--- src/design/assert_macros.svh ---
// ---------------------------------------------------------------------------
// assert_macros.svh
// Assertion shorthands for the RTL modules; ccw_ctrl includes them.
// ---------------------------------------------------------------------------
`ifndef ASSERT_MACROS_SVH
`define ASSERT_MACROS_SVH

// Same-cycle implication, disabled while reset is applied
`define ASSERT_IMPL(label, clk, rst_n, ante, cons) \
    label: assert property (@(posedge clk) disable iff (!rst_n) (ante) |-> (cons)) \
        else $error("assertion failed: same-cycle implication");

// Next-cycle implication, disabled while reset is applied
`define ASSERT_NEXT(label, clk, rst_n, ante, cons) \
    label: assert property (@(posedge clk) disable iff (!rst_n) (ante) |=> (cons)) \
        else $error("assertion failed: next-cycle implication");

`endif

--- src/design/ccw_pkg.sv ---
// ---------------------------------------------------------------------------
// ccw_pkg
// Shared types and constants of the wraparound channel convolution unit.
// ---------------------------------------------------------------------------
`default_nettype none

package ccw_pkg;

    // Default sizes of the stores
    localparam int MAX_PIXELS_DEF      = 4096;
    localparam int MAX_CHANNELS_DEF    = 4;
    localparam int MAX_KERNEL_SIDE_DEF = 5;

    // Configuration port widths
    localparam int CFG_DATA_W = 13;
    localparam int CFG_IDX_W  = 3;

    // Cycles to empty the tap pipeline before writeback
    localparam int DRAIN_CYCLES = 7;

    // Item operations
    typedef enum logic [1:0] {
        MODE_COEF_WR = 2'd0,
        MODE_PIX_WR  = 2'd1,
        MODE_RUN     = 2'd2,
        MODE_PIX_RD  = 2'd3
    } t_mode;

    // Configuration register indexes
    typedef enum logic [CFG_IDX_W-1:0] {
        CFG_IMG_WIDTH     = 3'd0,
        CFG_IMG_HEIGHT    = 3'd1,
        CFG_NUM_CHANNELS  = 3'd2,
        CFG_CHANNEL_SEL   = 3'd3,
        CFG_KERNEL_WIDTH  = 3'd4,
        CFG_KERNEL_HEIGHT = 3'd5,
        CFG_CENTER_ROW    = 3'd6,
        CFG_CENTER_COL    = 3'd7
    } t_cfg_idx;

    typedef struct packed {
        logic [12:0] img_width;
        logic [12:0] img_height;
        logic [2:0]  num_channels;
        logic [1:0]  channel_sel;
        logic [2:0]  kernel_width;
        logic [2:0]  kernel_height;
        logic [2:0]  center_row;
        logic [2:0]  center_col;
    } t_cfg;

    typedef struct packed {
        t_mode              mode;
        logic [13:0]        address;
        logic signed [15:0] coef_value;
        logic [7:0]         pixel_value;
    } t_item;

    typedef struct packed {
        logic [7:0] read_data;
        logic       done_res;
    } t_res;

    // Controller to datapath commands
    typedef struct packed {
        logic tap_vld;
        logic tap_first;
        logic tap_last;
        logic wb_rd;
    } t_dp_ctl;

endpackage

`default_nettype wire

--- src/design/ccw_ctrl.sv ---
// ---------------------------------------------------------------------------
// ccw_ctrl
// Controller: item handshake, configuration check, frame and kernel walk,
// pipeline drain and writeback sequencing.
// ---------------------------------------------------------------------------
`default_nettype none
`include "assert_macros.svh"

module ccw_ctrl #(
    parameter int MAX_PIXELS      = ccw_pkg::MAX_PIXELS_DEF,
    parameter int MAX_CHANNELS    = ccw_pkg::MAX_CHANNELS_DEF,
    parameter int MAX_KERNEL_SIDE = ccw_pkg::MAX_KERNEL_SIDE_DEF,
    localparam int PAW = (MAX_PIXELS > 1) ? $clog2(MAX_PIXELS) : 1,
    localparam int COEF_DEPTH = MAX_KERNEL_SIDE * MAX_KERNEL_SIDE,
    localparam int CAW = (COEF_DEPTH > 1) ? $clog2(COEF_DEPTH) : 1
) (
    input  wire logic             i_clk,
    input  wire logic             i_rst_n,
    input  wire logic             i_start,
    input  wire ccw_pkg::t_mode   i_mode,
    input  wire ccw_pkg::t_cfg    i_cfg,
    output logic                  o_busy,
    output logic                  o_acc,
    output ccw_pkg::t_dp_ctl      o_ctl,
    output logic      [PAW-1:0]   o_row,
    output logic      [PAW-1:0]   o_col,
    output logic      [CAW-1:0]   o_cidx,
    output logic      [PAW-1:0]   o_pidx,
    output logic                  o_res_vld,
    output logic                  o_done
);

    // Coordinate width: holds the image sides and the kernel anchors
    localparam int FW = PAW + 5;

    typedef enum logic [2:0] {
        S_IDLE,
        S_CHECK,
        S_FIXR,
        S_FIXC,
        S_RUN,
        S_DRAIN,
        S_WB,
        S_WBEND
    } t_state;

    t_state         r_state;
    logic [FW-1:0]  r_sr, r_sc, r_sc0, r_row, r_col;
    logic [PAW-1:0] r_x, r_pidx, r_last_p;
    logic [2:0]     r_r, r_c, r_drain;
    logic [CAW-1:0] r_cidx;
    logic           r_out_vld, r_out_done;

    logic [FW-1:0]  w_f, h_f;
    logic [25:0]    pix_cnt;
    logic           cfg_ok;
    logic           tap_first, tap_last;
    logic [FW-1:0]  n_sr, n_sc, n_row, n_col;

    function automatic logic [FW-1:0] wrap_inc(input logic [FW-1:0] v,
                                               input logic [FW-1:0] lim);
        return (v == lim - FW'(1)) ? '0 : v + FW'(1);
    endfunction

    function automatic logic [FW-1:0] wrap_dec(input logic [FW-1:0] v,
                                               input logic [FW-1:0] lim);
        return (v == '0) ? lim - FW'(1) : v - FW'(1);
    endfunction

    assign w_f     = FW'(i_cfg.img_width);
    assign h_f     = FW'(i_cfg.img_height);
    assign pix_cnt = 26'(i_cfg.img_width) * 26'(i_cfg.img_height);

    // Check the configuration before a run
    assign cfg_ok = (i_cfg.img_width != '0) && (i_cfg.img_height != '0)
                 && (i_cfg.num_channels != '0)
                 && (int'(i_cfg.num_channels) <= MAX_CHANNELS)
                 && (32'(pix_cnt) <= 32'(MAX_PIXELS))
                 && ({1'b0, i_cfg.channel_sel} < i_cfg.num_channels)
                 && (i_cfg.kernel_width != '0)
                 && (int'(i_cfg.kernel_width) <= MAX_KERNEL_SIDE)
                 && (i_cfg.kernel_height != '0)
                 && (int'(i_cfg.kernel_height) <= MAX_KERNEL_SIDE)
                 && (i_cfg.center_row < i_cfg.kernel_height)
                 && (i_cfg.center_col < i_cfg.kernel_width);

    assign tap_first = (r_r == '0) && (r_c == '0);
    assign tap_last  = (r_r == i_cfg.kernel_height - 3'd1)
                    && (r_c == i_cfg.kernel_width - 3'd1);

    assign n_sr  = wrap_inc(r_sr, h_f);
    assign n_sc  = wrap_inc(r_sc, w_f);
    assign n_row = wrap_dec(r_row, h_f);
    assign n_col = wrap_dec(r_col, w_f);

    // Hold state and registered outputs
    always_ff @(posedge i_clk) begin
        if (!i_rst_n) begin
            r_state    <= S_IDLE;
            r_out_vld  <= 1'b0;
            r_out_done <= 1'b0;
            r_r        <= '0;
            r_c        <= '0;
            r_drain    <= '0;
            r_cidx     <= '0;
            r_pidx     <= '0;
            r_x        <= '0;
        end else begin
            r_out_vld  <= 1'b0;
            r_out_done <= 1'b0;
            case (r_state)
                S_IDLE: begin
                    if (o_acc) begin
                        if (i_mode == ccw_pkg::MODE_RUN) begin
                            r_state <= S_CHECK;
                        end else begin
                            r_out_vld <= 1'b1;
                        end
                    end
                end
                S_CHECK: begin
                    if (cfg_ok) begin
                        r_sr     <= FW'(i_cfg.center_row);
                        r_sc     <= FW'(i_cfg.center_col);
                        r_last_p <= PAW'(pix_cnt - 26'd1);
                        r_state  <= S_FIXR;
                    end else begin
                        r_out_vld  <= 1'b1;
                        r_out_done <= 1'b1;
                        r_state    <= S_IDLE;
                    end
                end
                // Reduce the anchor offsets modulo the image sides
                S_FIXR: begin
                    if (r_sr >= h_f) begin
                        r_sr <= r_sr - h_f;
                    end else begin
                        r_state <= S_FIXC;
                    end
                end
                S_FIXC: begin
                    if (r_sc >= w_f) begin
                        r_sc <= r_sc - w_f;
                    end else begin
                        r_sc0   <= r_sc;
                        r_row   <= r_sr;
                        r_col   <= r_sc;
                        r_x     <= '0;
                        r_pidx  <= '0;
                        r_r     <= '0;
                        r_c     <= '0;
                        r_cidx  <= '0;
                        r_state <= S_RUN;
                    end
                end
                // Issue one kernel tap per cycle
                S_RUN: begin
                    if (tap_last) begin
                        r_r    <= '0;
                        r_c    <= '0;
                        r_cidx <= '0;
                        if (r_pidx == r_last_p) begin
                            r_drain <= '0;
                            r_state <= S_DRAIN;
                        end else begin
                            r_pidx <= r_pidx + PAW'(1);
                            if (FW'(r_x) == w_f - FW'(1)) begin
                                r_x   <= '0;
                                r_sr  <= n_sr;
                                r_row <= n_sr;
                                r_sc  <= r_sc0;
                                r_col <= r_sc0;
                            end else begin
                                r_x   <= r_x + PAW'(1);
                                r_sc  <= n_sc;
                                r_col <= n_sc;
                                r_row <= r_sr;
                            end
                        end
                    end else if (r_c == i_cfg.kernel_width - 3'd1) begin
                        r_c    <= '0;
                        r_col  <= r_sc;
                        r_r    <= r_r + 3'd1;
                        r_row  <= n_row;
                        r_cidx <= r_cidx + CAW'(1);
                    end else begin
                        r_c    <= r_c + 3'd1;
                        r_col  <= n_col;
                        r_cidx <= r_cidx + CAW'(1);
                    end
                end
                // Let the last sums reach the result store
                S_DRAIN: begin
                    if (r_drain == 3'(ccw_pkg::DRAIN_CYCLES - 1)) begin
                        r_pidx  <= '0;
                        r_state <= S_WB;
                    end else begin
                        r_drain <= r_drain + 3'd1;
                    end
                end
                // Copy the result plane back into the channel
                S_WB: begin
                    if (r_pidx == r_last_p) begin
                        r_state <= S_WBEND;
                    end else begin
                        r_pidx <= r_pidx + PAW'(1);
                    end
                end
                S_WBEND: begin
                    r_out_vld  <= 1'b1;
                    r_out_done <= 1'b1;
                    r_state    <= S_IDLE;
                end
                default: begin
                    r_state <= S_IDLE;
                end
            endcase
        end
    end

    assign o_busy = (r_state != S_IDLE);
    assign o_acc  = i_start && !o_busy;

    assign o_ctl.tap_vld   = (r_state == S_RUN);
    assign o_ctl.tap_first = tap_first;
    assign o_ctl.tap_last  = tap_last;
    assign o_ctl.wb_rd     = (r_state == S_WB);

    assign o_row     = PAW'(r_row);
    assign o_col     = PAW'(r_col);
    assign o_cidx    = r_cidx;
    assign o_pidx    = r_pidx;
    assign o_res_vld = r_out_vld;
    assign o_done    = r_out_done;

    // A non-run item answers in the next cycle without a done flag
    `ASSERT_NEXT(a_quick_item, i_clk, i_rst_n, o_acc && (i_mode != ccw_pkg::MODE_RUN), r_out_vld && !r_out_done)
    // A done flag only rides on a result strobe
    `ASSERT_IMPL(a_done_strobe, i_clk, i_rst_n, r_out_done, r_out_vld)
    // Tap issue and writeback never overlap
    `ASSERT_IMPL(a_tap_wb_excl, i_clk, i_rst_n, o_ctl.tap_vld, !o_ctl.wb_rd)

endmodule

`default_nettype wire

--- config.mk ---
export PLATFORM = sky130hd
export DESIGN_NAME = ccw_ctrl
export DESIGN_NICKNAME = d
export VERILOG_FILES = /design/src/design/ccw_pkg.sv /design/src/design/ccw_ctrl.sv
export VERILOG_INCLUDE_DIRS = /design/src /design/src/design
export SDC_FILE = /design/constraint.sdc
export NUM_CORES = 1
export LEC_CHECK = 0
export ABC_AREA = 1
export BUFFER_PORTS_ARGS = -buffer_cell sky130_fd_sc_hd__buf_2
export CAP_MARGIN = 0
export CORE_MARGIN = 5
export CORE_UTILIZATION = 40
export DETAILED_ROUTE_END_ITERATION = 10
export PLACE_DENSITY = 0.68
export SLEW_MARGIN = 30
export SYNTH_ARGS = -nofsm -noshare
export SYNTH_HDL_FRONTEND = slang
export SYNTH_SLANG_ARGS = --single-unit
--- constraint.sdc ---
create_clock -name i_clk -period 6.5 [get_ports i_clk]
set_clock_uncertainty 0.2 [all_clocks]
set_input_delay 0.65 -clock i_clk [delete_from_list [all_inputs] [get_ports i_clk]]
set_output_delay 0.65 -clock i_clk [all_outputs]
set_load 0.05 [all_outputs]
==> Yosys cells after proc, flatten, opt, wreduce, memory -nomap -nowiden <==
Cells that the tools add are included.
{ "classes": {"n_shift": 0, "div": 0, "mul": 1, "n_bitwise": 1, "order_cmp": 9, "n_addsub": 17, "n_reduce_logical": 43, "eq_ne": 30, "mux": 62} }
{ "ops": {"columns": ["op", "count"], "rows": [
  ["$mux 17", 20],
  ["$pmux 17 s3", 2],
  ["$mux 12", 7],
  ["$pmux 17 s2", 2],
  ["$mux 3", 16],
  ["$pmux 12 s4", 1],
  ["$add 17x1->17 const B", 2],
  ["$eq 17x17->1", 2],
  ["$ge 17x13->1", 2],
  ["$logic_not 17->1", 2],
  ["$sub 17x1->17 const B", 2],
  ["$sub 17x13->17", 2],
  ["$sub 13x1->14 const B", 2],
  ["$le 26x13->1 const B", 1],
  ["$mul 13x13->26", 1],
  ["$reduce_bool 13->1", 2],
  ["$add 12x1->12 const B", 2],
  ["$pmux 12 s2", 1],
  ["$pmux 3 s8", 1],
  ["$ne 2x2->1 const B", 10],
  ["$pmux 3 s2", 3],
  ["$reduce_bool 3->1", 6],
  ["$eq 12x17->1", 1],
  ["$reduce_and 4->1", 4],
  ["33 further kinds", 69]
]} }
{ "totals": {"ram_bits": 0, "in_bits": 48, "romBits": 0, "out_inout_bits": 49, "wordCells": 178, "latch_bits": 0, "reg_bits": 140, "memories": 0} }

==> Logic depth before layout (Yosys ltp) <==
Gate-level depths: netlist of run 1.
{ "logic_depth": {"word_depth": 14, "ltp_mapped": 32, "mapped_depth_nobuf": 30} }

==> Least setup slack after synthesis of run 1 <==
Ideal clock, no wire load.
{ "synth_path": {"kind": "input -> register", "start": "input port i_cfg[29] in the netlist's numbering", "end": "register r_sc[0], enable pin", "setup_ns": 0.390, "required_time_ns": 5.910, "stages": 25, "setup_slack_ns": -0.199, "arrival_time_ns": 6.108, "n_path_buf": 2, "cell_sequence": "clkbuf_2 > clkbuf_1 > nand2_1 > fa_1 > fa_1 > inv_1 > fa_1 > fa_1 > inv_1 > fa_1 > inv_1 > ha_1 > nand2_1 > inv_1 > a21oi_1 > nand3_1 > nand2_1 > nand2_1 > nor2_1 > nand3_1 > nor2_1 > nand3_1 > nand2_1 > o21ai_0 > nor2_1"} }
{ "synth_via": {"elab_chain_cells": 14, "word_cells_on_any_way": 16, "classes_between": "1 x mul; 1 x order compare; 1 x eq/ne; 13 x reduce/logical"} }
{ "synth_lines": {"columns": ["element", "line_no", "rtl"], "rows": [
  ["from (decl)", "ccw_ctrl.sv:21", "input wire ccw_pkg::t_cfg i_cfg,"],
  ["parallel branches: the longest is 4 deep, another holds $mul 13x13->26", null, null],
  ["$logic_and 1x1->1 (*)", "ccw_ctrl.sv:78", "&& (32'(pix_cnt) <= 32'(MAX_PIXELS))"],
  ["$logic_and 1x1->1 (*)", "ccw_ctrl.sv:79", "&& ({1'b0, i_cfg.channel_sel} < i_cfg.num_channels)"],
  ["$logic_and 1x1->1 (*)", "ccw_ctrl.sv:80", "&& (i_cfg.kernel_width != '0)"],
  ["$logic_and 1x1->1 (*)", "ccw_ctrl.sv:81", "&& (int'(i_cfg.kernel_width) <= MAX_KERNEL_SIDE)"],
  ["$logic_and 1x1->1 (*)", "ccw_ctrl.sv:82", "&& (i_cfg.kernel_height != '0)"],
  ["$logic_and 1x1->1 (*)", "ccw_ctrl.sv:83", "&& (int'(i_cfg.kernel_height) <= MAX_KERNEL_SIDE)"],
  ["$logic_and 1x1->1 (*)", "ccw_ctrl.sv:84", "&& (i_cfg.center_row < i_cfg.kernel_height)"],
  ["$logic_and 1x1->1 (*)", "ccw_ctrl.sv:85", "&& (i_cfg.center_col < i_cfg.kernel_width);"],
  ["$ne 2x2->1 (no source line) (*)", null, null],
  ["$reduce_and 6->1 (no source line) (*)", null, null],
  ["to (signal assigned)", "ccw_ctrl.sv:124", "r_sc <= FW'(i_cfg.center_col);"],
  ["to (signal assigned)", "ccw_ctrl.sv:143", "r_sc <= r_sc - w_f;"],
  ["to (signal assigned)", "ccw_ctrl.sv:171", "r_sc <= r_sc0;"],
  ["to (decl)", "ccw_ctrl.sv:48", "logic [FW-1:0] r_sr, r_sc, r_sc0, r_row, r_col;"]
]} }
Mark *: on every way between the ends.
A chain may end at the register's enable or synchronous reset.

==> Final worst setup path of run 1 <==
{ "layout_path": {"start": "input port i_cfg[36] in the netlist's numbering", "end": "register r_sr[13], enable pin"} }
{ "layout_via": {"elab_chain_cells": 14, "word_cells_on_any_way": 16, "classes_between": "1 x mul; 1 x order compare; 1 x eq/ne; 13 x reduce/logical"} }
{ "layout_lines": {"columns": ["element", "line_no", "rtl"], "rows": [
  ["parallel branches: the longest is 4 deep, another holds $mul 13x13->26", null, null],
  ["$logic_and 1x1->1 (*)", "ccw_ctrl.sv:78", null],
  ["$logic_and 1x1->1 (*)", "ccw_ctrl.sv:79", null],
  ["$logic_and 1x1->1 (*)", "ccw_ctrl.sv:80", null],
  ["$logic_and 1x1->1 (*)", "ccw_ctrl.sv:81", null],
  ["$logic_and 1x1->1 (*)", "ccw_ctrl.sv:82", null],
  ["$logic_and 1x1->1 (*)", "ccw_ctrl.sv:83", null],
  ["$logic_and 1x1->1 (*)", "ccw_ctrl.sv:84", null],
  ["$logic_and 1x1->1 (*)", "ccw_ctrl.sv:85", null],
  ["$ne 2x2->1 (no source line) (*)", null, null],
  ["$reduce_and 6->1 (no source line) (*)", null, null],
  ["to (signal assigned)", "ccw_ctrl.sv:123", "r_sr <= FW'(i_cfg.center_row);"],
  ["to (signal assigned)", "ccw_ctrl.sv:136", "r_sr <= r_sr - h_f;"],
  ["to (signal assigned)", "ccw_ctrl.sv:169", "r_sr <= n_sr;"],
  ["to (decl)", "ccw_ctrl.sv:48", null]
]} }
Marks and branches as above.

==> impl_results.md, run 1 <==
* Outcome: finished, final reports clean
* IO buf count at 96
* Tmin final at between 6 and 7 ns
* Share of cells above drive strength 1 at 0.1024
* Worst EP required at 6.46 ns
* Leakage at 10.94 nW
* Num CTS Buffers at 17
* Area grow syn2layout at 9.474%
* Vias in the first global route at 17.00k
* DR pass1 iterations at 9
* Fin Setup TNS at 0 ns
* Sw Ratio at 0.5156
* Height of the die at 228.6 um
* Most frequent cells in the layout: 850 x nand2_1, 512 x inv_1, 192 x nor2_1
* Worst Setup Start Kind: input pin
* DP Worst Slack at -0.06638 ns
* Slew HR at 0.4067
* # IOs at 97
* Final setup fails at 0
* Pwr Density at 370.0 nW/um2
* Initial Utilization at 0.4022
* Grt ovf at 0
* Commonest non-fill, non-tap cell in the layout: nand2_1
* Combinational power share at 0.691
* Reg clk slew, reported paths at 0.07 ns
* Cell Rows at 80
* Die area at 52280 um2
* Maximum VDD drop at 0.2762 mV
* Syn_area_per_cell at 6.791 um2
* Number of synthesized flops with an enable pin at 97
* Layout Nets at about 3.2k
* Routed vias at around 18k
* Worst setup EP type: register
* Hpwl dp at about 46 mm
* F_max at 0.1636 GHz
* First-iteration detailed-routing DRC count at 1786
* Via/cell ratio at 5.140
* Post-CTS resize count at 0
* Maximum root-to-sink buffer count at 2
* Part of the power in the clock network at 0.131
* Synth warn at 0
* Setup ws final at 0.3871 ns
* Clk sink count at 140
* Netlist cell types at 67
* Fin. max-slew vios at 0
* Max FO, Critical Path at 17
* WL final at ~57 mm
* Mapped Nets at 3113
* Global Route Usage Sum at 0.2129
* Syn Inst Count at 2816
* Crit Path Class: input pin to register
* Ant. Diodes at 0
* Post-route ant nets at 0
* Ys async rst share at 0
* Net Switching at approximately 4.0 mW
* GP Congestion at 0.9725
* Synthesized area at 19120 um2
* Sequential share of power at 0.178
* Top_reg_cell synth: edfxtp_1
* Max-cap check violation count at 0
* CTS Hold Bufs at 0
* Clk root buf: clkbuf_16
* Antenna violations before repair at 2
* Fill cells at 4913
* CP arrival at 6.07 ns
* RSZ-0062 raised after global routing: false
* H-tree Lvls at 4
* Int Pwr at 3.752 mW
* Worst Tran Pin Value at 0.8867 ns
* Post-CTS setup buffers at 0
* Fin crit share at 0.9404
* Hold Fails Final Rpt at 0
* TritonCTS clock tree: built
* DRC at 0
* Global-route wire length before repair at 91.00 mm
* HP Class: register to register
* Seq/Total Area, Yosys at 0.1973
* Largest net degree at the start of global routing at 38
* CORE AREA at 47550 um2
* Drt wl/cell at 16.11 um
* Latest clock arrival within the worst-skew pair at 0.46 ns
* FF+latch count, synth at 140
* Die X at 228.6 um
[state kept, by name, summed over array words and instances, names as in the netlist, 5 cells and up]
| register | flops |
|---|---|
| r_sc | 17 |
| r_x | 12 |
| r_col | 17 |
| r_last_p | 12 |
| r_sc0 | 17 |
| o_cidx | 5 |
| r_row | 17 |
| o_pidx | 12 |
| r_sr | 17 |
[layer usage]
layer  vias up  GRT usage  part of all wire
li1       8924          -                 -
met1      8530     0.2917              0.45
met2       533     0.3623              0.47
met3        77    0.02534             0.059
met4         2    0.04821             0.018
met5         -          0           0.00023
[path summary, 6_finish.rpt]
check,start,to,slack [ns],cells past startpoint
hold / removal,r_x[4],r_x[4],0.29,2
hold reg to reg,r_x[4],r_x[4],0.29,2
setup reg to reg,r_row[0],r_row[2],2.46,13
setup / recovery,i_cfg[36],r_sr[13],0.39,26
[cell type report]
cell class | count | area [um2] | share of cell area
Multi-Input combinational cell | 2024 | 12680 | 0.6056
Inverter | 532 | 2002 | 0.09563
Timing Repair Buffer | 172 | 1114 | 0.05319
Clock inverter | 14 | 147.6 | 0.007053
Tap cell | 615 | 769.5 | 0.03676
Clock buffer | 18 | 450.4 | 0.02152
Sequential cell | 140 | 3774 | 0.1803
[critical path, stage by stage]
cell	delay, ns
buf_2	0.26
nand2_1	0.13
fa_1	0.51
inv_1	0.05
fa_1	0.48
fa_1	0.54
fa_1	0.55
inv_1	0.05
fa_1	0.53
inv_1	0.04
ha_1	0.33
nand2_1	0.12
inv_1	0.04
nand2_1	0.06
and2_1	0.19
nand3_1	0.09
nand2_1	0.13
nand3_1	0.14
nor2_1	0.15
nand3_1	0.09
nor2_1	0.13
nand3_1	0.16
nand2_1	0.12
o21ai_0	0.11
nor2_1	0.21
buf_12	0.19
[cells in the mapped netlist (3+ instances only)]
| cell type | n | area share |
|---|---|---|
| nand2_1 | 850 | 0.17 |
| inv_1 | 513 | 0.10 |
| nor2_1 | 192 | 0.038 |
| nand3_1 | 140 | 0.037 |
| ha_1 | 126 | 0.082 |
| a21oi_1 | 125 | 0.033 |
| fa_1 | 123 | 0.13 |
| edfxtp_1 | 97 | 0.15 |
| o21ai_0 | 94 | 0.025 |
| xor2_1 | 76 | 0.035 |
| clkbuf_1 | 48 | 0.0094 |
| nand4_1 | 47 | 0.015 |
| dfxtp_1 | 43 | 0.045 |
| nor3_1 | 34 | 0.0089 |
| buf_4 | 30 | 0.012 |
| xnor2_1 | 29 | 0.013 |
| nand3b_1 | 28 | 0.011 |
| buf_2 | 22 | 0.0058 |
| nand2_2 | 16 | 0.0052 |
| inv_2 | 15 | 0.0029 |
| nor2_2 | 14 | 0.0046 |
| a22oi_1 | 13 | 0.0051 |
| nor4_1 | 12 | 0.0039 |
| or2_2 | 12 | 0.0039 |
| a211oi_1 | 11 | 0.0043 |
| buf_6 | 10 | 0.0059 |
| o211ai_1 | 8 | 0.0031 |
| clkbuf_2 | 7 | 0.0018 |
| nor2_4 | 7 | 0.0041 |
| o21bai_1 | 7 | 0.0027 |
| nand3_2 | 6 | 0.0031 |
| a21o_1 | 5 | 0.0020 |
| o22ai_1 | 4 | 0.0013 |
| and2_1 | 3 | 0.00098 |
| buf_1 | 3 | 0.00059 |
| nor2_8 | 3 | 0.0031 |
| o31ai_1 | 3 | 0.0012 |
[kinds of logic (layout without fill, tap and decap cells)]
logic type | count (synthesis) | count (layout) | synth area share
flops | 140 | 140 | 0.1973
xor+xnor | 110 | 110 | 0.05326
buf+inv | 652 | 736 | 0.1400
simple gates | 1381 | 1381 | 0.3151
fa+ha+maj | 249 | 249 | 0.2112
compound gates | 284 | 284 | 0.08317
[power groups by stage]
stage          logic, mW  clock network, mW  registers [mW]
3_3_place_gp        5.32                  0            1.39
2_1_floorplan       3.80                  0            1.40
3_5_place_dp        5.34                  0            1.39
4_1_cts             5.38               1.02            1.37
5_1_grt             6.11               1.06            1.40
6_report            5.35               1.02            1.38
[through the flow]
stage / util / power (mW) / instance area, um2 / hold slack, ns / instances
2_1_floorplan: - / 5.202 / 19120 / 0.2507 / 2816
3_5_place_dp: 0.4277 / 6.729 / 20340 / 0.2812 / 3483
5_1_grt: 0.4403 / 8.563 / 20930 / 0.3149 / 3515
3_3_place_gp: 0.4277 / 6.709 / 20340 / 0.2705 / 3483
4_1_cts: 0.4403 / 7.772 / 20930 / 0.2916 / 3515
6_report: 0.4403 / 7.746 / 20930 / 0.2902 / 3515
(Power assumes the default switching activity.)
==> inputs of run 2 (changes only) <==
- ABC_AREA: 1 -> unset
==> run 2 against run 1 <==
  * The flow now finishes with violations (design-rule violations)
  * Clock power decreased by 5%
  * Sequential share of layout area decreased by 0.17 points
  * Core utilization increased by 3.9 points
  * Setup slack got worse by 0.27 ns
  * Power increased by 3.0%
  * Hold slack got worse by 0.013 ns
  * Register-to-register slack improved by 0.03 ns
  * Final cell count decreased by 15%
  * Critical path type unchanged
  * Largest cell class unchanged
==> impl_results.md, run 2 <==
* Initial Utilization at 0.4041 (was 0.4022)
* Maximum VDD drop at 0.4080 mV (was 0.2762 mV)
* Syn Inst Count at 2190 (was 2816)
* Slew HR at 0.1915 (was 0.4067)
* CP arrival at 6.35 ns (was 6.07 ns)
* Leading cell types by count after synthesis: 241 x nor2_1, 234 x inv_1, 222 x nand2_1, 131 x xnor2_1, 126 x ha_1 (was 850 x nand2_1, 513 x inv_1, 192 x nor2_1, 140 x nand3_1, 126 x ha_1)
* # IOs at 97 (unchanged)
* Int Pwr at 4.384 mW (was 3.752 mW)
* Layout Nets at 2695 (was 3184)
* Sequential share of power at 0.123 (was 0.178)
* Top_reg_cell synth: edfxtp_1 (unchanged)
* Most frequent cells in the layout: 230 x nor2_1, 226 x inv_1, 222 x nand2_1 (was 850 x nand2_1, 512 x inv_1, 192 x nor2_1)
* Final setup fails at 0 (unchanged)
* Worst EP required at 6.47 ns (was 6.46 ns)
* Reg clk slew, reported paths at 0.07 ns (about the same)
* Global-route wire length before repair at 96.77 mm (was 91.00 mm)
* Fin Setup TNS at 0 ns (unchanged)
* Syn_area_per_cell at 8.141 um2 (was 6.791 um2)
* Mapped Nets at 2487 (was 3113)
* Num CTS Buffers at 17 (unchanged)
* Worst Setup Start Kind: input pin (unchanged)
* Combinational power share at 0.755 (was 0.691)
* Overall Power at 7.975 mW (was 7.746 mW)
* DR pass1 iterations at 10 (was 9)
* WL final at 62.88 mm (was 56.64 mm)
* Leakage at 9.120 nW (was 10.94 nW)
* Max-cap check violation count at 0 (unchanged)
* Vias in the first global route at 17.01k (was 17.00k)
* DRC at 2 (was 0)
* Crit Path Class: input pin to register (unchanged)
* Worst Tran Pin Value at 1.204 ns (was 0.8867 ns)
* Sw Ratio at 0.4503 (was 0.5156)
* TritonCTS clock tree: built (unchanged)
* Die area at 48900 um2 (was 52280 um2)
* Antenna violations before repair at 3 (was 2)
* Drt wl/cell at 20.92 um (was 16.11 um)
* Fin. max-slew vios at 0 (unchanged)
* Largest cells by area after synthesis: edfxtp_1 16%, fa_1 14%, ha_1 8.8%, xnor2_1 6.4%, nor2_1 5.1% (was nand2_1 17%, edfxtp_1 15%, fa_1 13%, inv_1 10%, ha_1 8.2%)
* Pwr Density at 377.3 nW/um2 (was 370.0 nW/um2)
* CORE AREA at 44120 um2 (was 47550 um2)
* Netlist cell types at 92 (was 67)
* Latest clock arrival within the worst-skew pair at 0.45 ns (was 0.46 ns)
* Synthesized area at 17830 um2 (was 19120 um2)
* Grt ovf at 0 (unchanged)
* Die X at 221.1 um (was 228.6 um)
* Worst setup EP type: register (unchanged)
* Via/cell ratio at 5.764 (was 5.140)
* Part of the power in the clock network at 0.121 (was 0.131)
* Routed vias at 17.32k (was 18.07k)
* Height of the die at 221.1 um (was 228.6 um)
* Ys async rst share at 0 (unchanged)
* Most frequent cell after synthesis: nor2_1 (was nand2_1)
* FF+latch count, synth at 140 (unchanged)
* Failing checks: design-rule violations
* F_max at 0.1567 GHz (was 0.1636 GHz)
* Number of synthesized flops with an enable pin at 97 (unchanged)
* Share of cells above drive strength 1 at 0.1829 (was 0.1024)
* Clk root buf: clkbuf_16 (unchanged)
* IO buf count at 96 (unchanged)
* First-iteration detailed-routing DRC count at 1787 (was 1786)
* Area grow syn2layout at 18.54% (was 9.474%)
* Largest net degree at the start of global routing at 42 (was 38)
* Fin crit share at 0.9815 (was 0.9404)
* HP Class: register to register (unchanged)
* H-tree Lvls at 4 (unchanged)
* Tmin final at 6.380 ns (was 6.113 ns)
* Hold Fails Final Rpt at 0 (unchanged)
* Commonest non-fill, non-tap cell in the layout: nor2_1 (was nand2_1)
* GP Congestion at 1.004 (was 0.9725)
* Outcome: complete, but fails checks (was finished, final reports clean)
* Post-route ant nets at 0 (unchanged)
* Seq/Total Area, Yosys at 0.2116 (was 0.1973)
* Share of the synthesized area in the top cell type at 0.1634 (was 0.1669)
* Synth warn at 0 (unchanged)
* Hpwl dp at 50.91 mm (was 45.96 mm)
* Area leader, netlist: edfxtp_1 (was nand2_1)
* Clk sink count at 140 (unchanged)
* Maximum root-to-sink buffer count at 2 (unchanged)
* Net Switching at 3.591 mW (was 3.994 mW)
* Cell Rows at 77 (was 80)
* Max FO, Critical Path at 12 (was 17)
* Global Route Usage Sum at 0.2479 (was 0.2129)
==> run 2: layout make-up <==
| cell class | count | area (um2) |
|---|---|---|
| clock buffer | 20 | 467.9 |
| tap | 592 | 740.7 |
| antenna | 2 | 5.005 |
| multi-input combinational | 1676 | 12920 |
| sequential | 140 | 3774 |
| clock inverter | 12 | 100.1 |
| inverter | 246 | 938.4 |
| timing repair buffer | 317 | 2192 |
| fill | 4308 | 22990 |
==> run 2: cells by family (layout without fill, tap and decap cells) <==
logic type / Yosys count / after routing / share of synthesized area
adders and majority gates: 249 / 249 / 0.2265
muxes: 16 / 16 / 0.009052
other: 0 / 2 / 0
DFF: 140 / 140 / 0.2116
xor gates and xnor gates: 175 / 175 / 0.08828
and+or+nand+nor: 824 / 824 / 0.2241
AOI/OAI and AO/OA: 408 / 412 / 0.1545
buffers and inverters: 378 / 595 / 0.08589
==> run 2: critical path: stages <==
cell and delay (ns):
buf_2 0.17, inv_1 0.13, nor2_1 0.08, fa_1 0.54, inv_1 0.05, fa_1 0.49, inv_1 0.06, fa_1 0.48
fa_1 0.55, inv_1 0.05, fa_1 0.48, inv_1 0.04, ha_1 0.34, a21o_1 0.19, buf_4 0.13, or3_1 0.34
o211ai_1 0.15, nand4b_1 0.27, a22oi_2 0.27, buf_4 0.13, nand4_1 0.10, nor4_2 0.26, and3_4 0.25, buf_12 0.14
==> run 2: path summary, 6_finish.rpt <==
kind,from,endpoint,slack [ns],depth (start not counted)
setup / recovery,i_cfg[39],r_last_p[2],0.12,24
hold / removal,o_cidx[4],o_cidx[4],0.28,1
setup reg to reg,r_x[10],r_sr[7],2.49,9
hold reg to reg,o_cidx[4],o_cidx[4],0.28,1
==> run 2: power by group through the flow <==
stage / combinational (mW) / sequential, mW / clock [mW]
3_3_place_gp: 5.44 / 1.00 / 0
4_1_cts: 5.52 / 0.984 / 0.976
6_report: 6.03 / 0.984 / 0.966
3_5_place_dp: 5.44 / 1.00 / 0
2_1_floorplan: 3.28 / 1.01 / 0
5_1_grt: 6.60 / 0.984 / 1.01
==> run 2: repair_timing <==
action,4_1_cts,5_1_grt
pin swaps,1,15
setup buffers,0,3
endpoints found under the setup margin,12,48
cloned,0,4
resized for setup,3,52
hold buffers,0,0
==> run 2: layer usage <==
metal / GRT usage / share of wire / vias up
met4: 0.1134 / 0.054 / 2
met3: 0.05659 / 0.090 / 172
li1: - / - / 8016
met2: 0.3968 / 0.46 / 849
met1: 0.3204 / 0.40 / 8281
met5: 0 / 0.00011 / -
==> run 2: per-stage QoR <==
| stage | hold WS, ns | area (um2) | instances | utilization | worst slack [ns] |
|---|---|---|---|---|---|
| floorplan | 0.2244 | 18110 | 2190 | - | -0.007662 |
| detailed placement | 0.2642 | 20240 | 2963 | 0.4587 | -0.5205 |
| global placement | 0.2524 | 20240 | 2963 | 0.4587 | -0.4735 |
| CTS | 0.2770 | 20820 | 2995 | 0.4718 | 0.01266 |
| finish | 0.2773 | 21140 | 3005 | 0.4790 | 0.1204 |
| global route | 0.3174 | 21130 | 3004 | 0.4789 | -0.07895 |
